[config.mk]
export PLATFORM = sky130hd
export DESIGN_NAME = sodq_ram
export DESIGN_NICKNAME = d
export VERILOG_FILES = /design/src/rtl/core/sodq_ram.sv
export SDC_FILE = /design/constraint.sdc
export NUM_CORES = 1
export LEC_CHECK = 0
export ABC_AREA = 0
export BUFFER_PORTS_ARGS = -buffer_cell sky130_fd_sc_hd__buf_2
export CORE_ASPECT_RATIO = 0.9
export CORE_UTILIZATION = 65
export CTS_CLUSTER_DIAMETER = 50
export DETAILED_ROUTE_END_ITERATION = 7
export PLACE_DENSITY = 0.94
export SLEW_MARGIN = 10
export SYNTH_ARGS = -nofsm -noshare
export SYNTH_HDL_FRONTEND = slang
export SYNTH_SLANG_ARGS = --single-unit
export TNS_END_PERCENT = 20
[constraint.sdc]
create_clock -name aclk -period 4.7 [get_ports aclk]
set_input_delay 0.94 -clock aclk [delete_from_list [all_inputs] [get_ports aclk]]
set_output_delay 0.94 -clock aclk [all_outputs]
set_load 0.02 [all_outputs]
[src/rtl/core/sodq_ram.sv]
// simple dual port synchronous ram, one write and one registered read
// depends on nothing
`default_nettype none
module sodq_ram #(
    parameter int WIDTH = 8,
    parameter int DEPTH = 16
) (
    input  wire logic                     aclk,
    input  wire logic                     we,
    input  wire logic [$clog2(DEPTH)-1:0] waddr,
    input  wire logic [WIDTH-1:0]         wdata,
    input  wire logic [$clog2(DEPTH)-1:0] raddr,
    output logic      [WIDTH-1:0]         rdata
);
    logic [WIDTH-1:0] mem [DEPTH];

    always_ff @(posedge aclk) begin
        if (we) begin
            mem[waddr] <= wdata;
        end
        rdata <= mem[raddr];
    end
endmodule
`default_nettype wire

==> impl_metrics.json <==
{
  "status": "finished clean",
  "post-route-period-util": 0.521,
  "cts-buffers-inserted": 17,
  "seqPwrFrac": 0.476,
  "register_area_um2": 4000,
  "synth.largest_area_cell": "edfxtp_1",
  "async_flop_share": 0,
  "grt_overflow": 0,
  "drt_iter0_markers": 302,
  "cts-root-buf": "clkbuf_8",
  "grt_start_max_net_pins": 33,
  "synth-edff-count": 128,
  "critPathMaxFanout": 32,
  "wl_per_cell_um": 29.2,
  "period_needed_ns": 2.45,
  "n_antenna_cell": 0,
  "cp_num_buf_inv": 1,
  "die_x_um": 95.8,
  "comb_power_share": 0.045,
  "drive_gt1_frac": 0.287,
  "path_delay_family": "buffers and inverters",
  "via_count": 2582,
  "ys_seq_area_frac": 0.778,
  "crit_slowest_cell": "buf_2",
  "grt_first_pass_wirelength_mm": 16.3,
  "finish.utilization": 0.780,
  "syn_inst": 229,
  "wirelength_mm": 10.9,
  "synth_top_cell_area_share": 0.747,
  "maxClockFrequency_mhz": 408,
  "ios": 26,
  "worstPathRequired_ns": 5.09,
  "switching_share": 0.209,
  "placed_area_um2": 5330,
  "initial_core_util": 0.676,
  "syn2layout_area_growth_pct": 15.5,
  "internal_power_w": 0.00227,
  "p_clk_frac": 0.478,
  "drv_cap": 0,
  "hold_path.class": "reg -> reg",
  "nFillCells": 357,
  "setup_violations": 0,
  "p_sw_w": 0.000601,
  "multiInputGateArea_um2": 1060,
  "yosys_warnings": 0,
  "crit_arrival_ns": 2.84,
  "clockBufferDepth": 2,
  "dp_hpwl_mm": 5.89,
  "clk_latency_ns": 0.52,
  "drcViolationCount": 0,
  "synthTopCellsByCount": "edfxtp_1 (128), mux4_2 (18), a22oi_1 (16)",
  "path_cells": "buf_2 -> mux4_1 -> a22oi_1 -> nand2_1",
  "cp-start-kind": "primary input",
  "grt_pass1_vias": 2610,
  "relSlewSlack": 0.333,
  "p_leak_nw": 2.01,
  "port-buffer-count": 25,
  "ys_types": 19,
  "reg2reg_slack_ns": 3.22,
  "slowest_delay_ns": 0.75,
  "syn-cell-area_um2": 5150,
  "ys.flop_type": "edfxtp_1",
  "gp_congestion": 0.786,
  "stdcell_area_um2": 5950,
  "ys_seq_elements": 136,
  "die_h_um": 86.4,
  "vdd_drop_max_mv": 0.450,
  "die_area_um2": 8280,
  "cts_resized": 0,
  "clkTransAtPathRegs_ns": 0.06,
  "max_slew.worst_pin.slew_ns": 1.00,
  "synth.top_cells.by_area": "edfxtp_1 (75%), mux4_2 (7.9%), mux4_1 (7.1%)",
  "drv_slew": 0,
  "postCtsSetupBuffers": 0,
  "holdBufCountCts": 0,
  "path_class": "in -> reg",
  "postSynthNetCount": 247,
  "avgSynthCellArea_um2": 22.5,
  "row_count": 30,
  "cts_tree": "done",
  "antenna_found_initial": 0,
  "antenna_left": 0,
  "rsz0062_at_grt": "false",
  "power_density_nw_per_um2": 483,
  "setup_tns_ns": 0,
  "htreeDepth": 4,
  "end_kind": "register",
  "fin_skew_ns": 0.00745,
  "dr.pass1.iters": 5,
  "grt_usage": 0.304,
  "vias_per_cell": 6.89,
  "hold_violations": 0,
  "yosysMostFrequentCell": "edfxtp_1",
  "nNetsFinal": 284,
  "clock-sinks": 136,
  "fp.coreArea_um2": 7620
}
## through the flow
stage | hold slack, ns | instances | power [W] | setup slack, ns
floorplan | 0.629 | 229 | 0.00147 | 2.27
global placement | 0.648 | 343 | 0.00151 | 1.73
detailed placement | 0.667 | 343 | 0.00152 | 1.65
CTS | 0.682 | 375 | 0.00288 | 2.13
global route | 0.714 | 375 | 0.00293 | 2.04
finish | 0.681 | 375 | 0.00287 | 2.25
## final timing paths
kind         cells past startpoint       end  startpoint
min reg2reg                      3  rdata[1]  mem[12][1]
max                              4  rdata[4]    raddr[0]
max reg2reg                      3  rdata[4]   mem[9][4]
min                              3  rdata[1]  mem[12][1]
## state kept, by name, indices dropped and copies added (netlist names)
| register | count |
|---|---|
| mem | 128 |
| rdata | 8 |
## per-layer routing
layer  track usage  routed length [µm]  vias to the layer above
li1              -                   -                     1051
met1         0.408                4020                     1295
met2         0.499                5590                      203
met3        0.0781                1050                       33
met4        0.0977                 283                        0
met5             0                   0                        -
## power by group through the flow
stage          clock network (W)  registers [W]  logic [W]
2_1_floorplan                  0        0.00140  0.0000688
3_3_place_gp                   0        0.00139   0.000120
3_5_place_dp                   0        0.00139   0.000126
4_1_cts                  0.00139        0.00137   0.000130
5_1_grt                  0.00143        0.00137   0.000138
6_report                 0.00137        0.00137   0.000130
## kinds of logic (layout without fill, tap and decap cells)
family | Yosys count | in the layout | share of synthesized area
buffers and inverters | 10 | 60 | 0.0168
muxes | 32 | 32 | 0.150
and+or+nand+nor | 35 | 35 | 0.0318
DFF | 136 | 136 | 0.778
AOI/OAI and AO/OA | 16 | 16 | 0.0233
## tightest hold or removal path, stage by stage (launching register included)
cell	delay (ns)
edfxtp_1	0.31
mux4_2	0.22
a22oi_1	0.06
nand2_1	0.06
## cell usage in the layout (no fill, tap or decap), drive strengths merged, types with 4 or more instances in the layout
| cell type | n |
|---|---|
| nand2 | 9 |
| nor2 | 13 |
| bufinv | 4 |
| inv | 4 |
| nor3 | 4 |
| mux4 | 32 |
| a22oi | 16 |
| clkbuf | 17 |
| dfxtp | 8 |
| edfxtp | 128 |
| buf | 28 |
| clkinv | 5 |
## layout make-up
class | count | share of cell area
Sequential cell | 136 | 0.673
Multi-Input combinational cell | 83 | 0.179
Clock buffer | 17 | 0.0696
Clock inverter | 15 | 0.0335
Timing Repair Buffer | 28 | 0.0248
Tap cell | 96 | 0.0202
(Power assumes the default switching activity.)
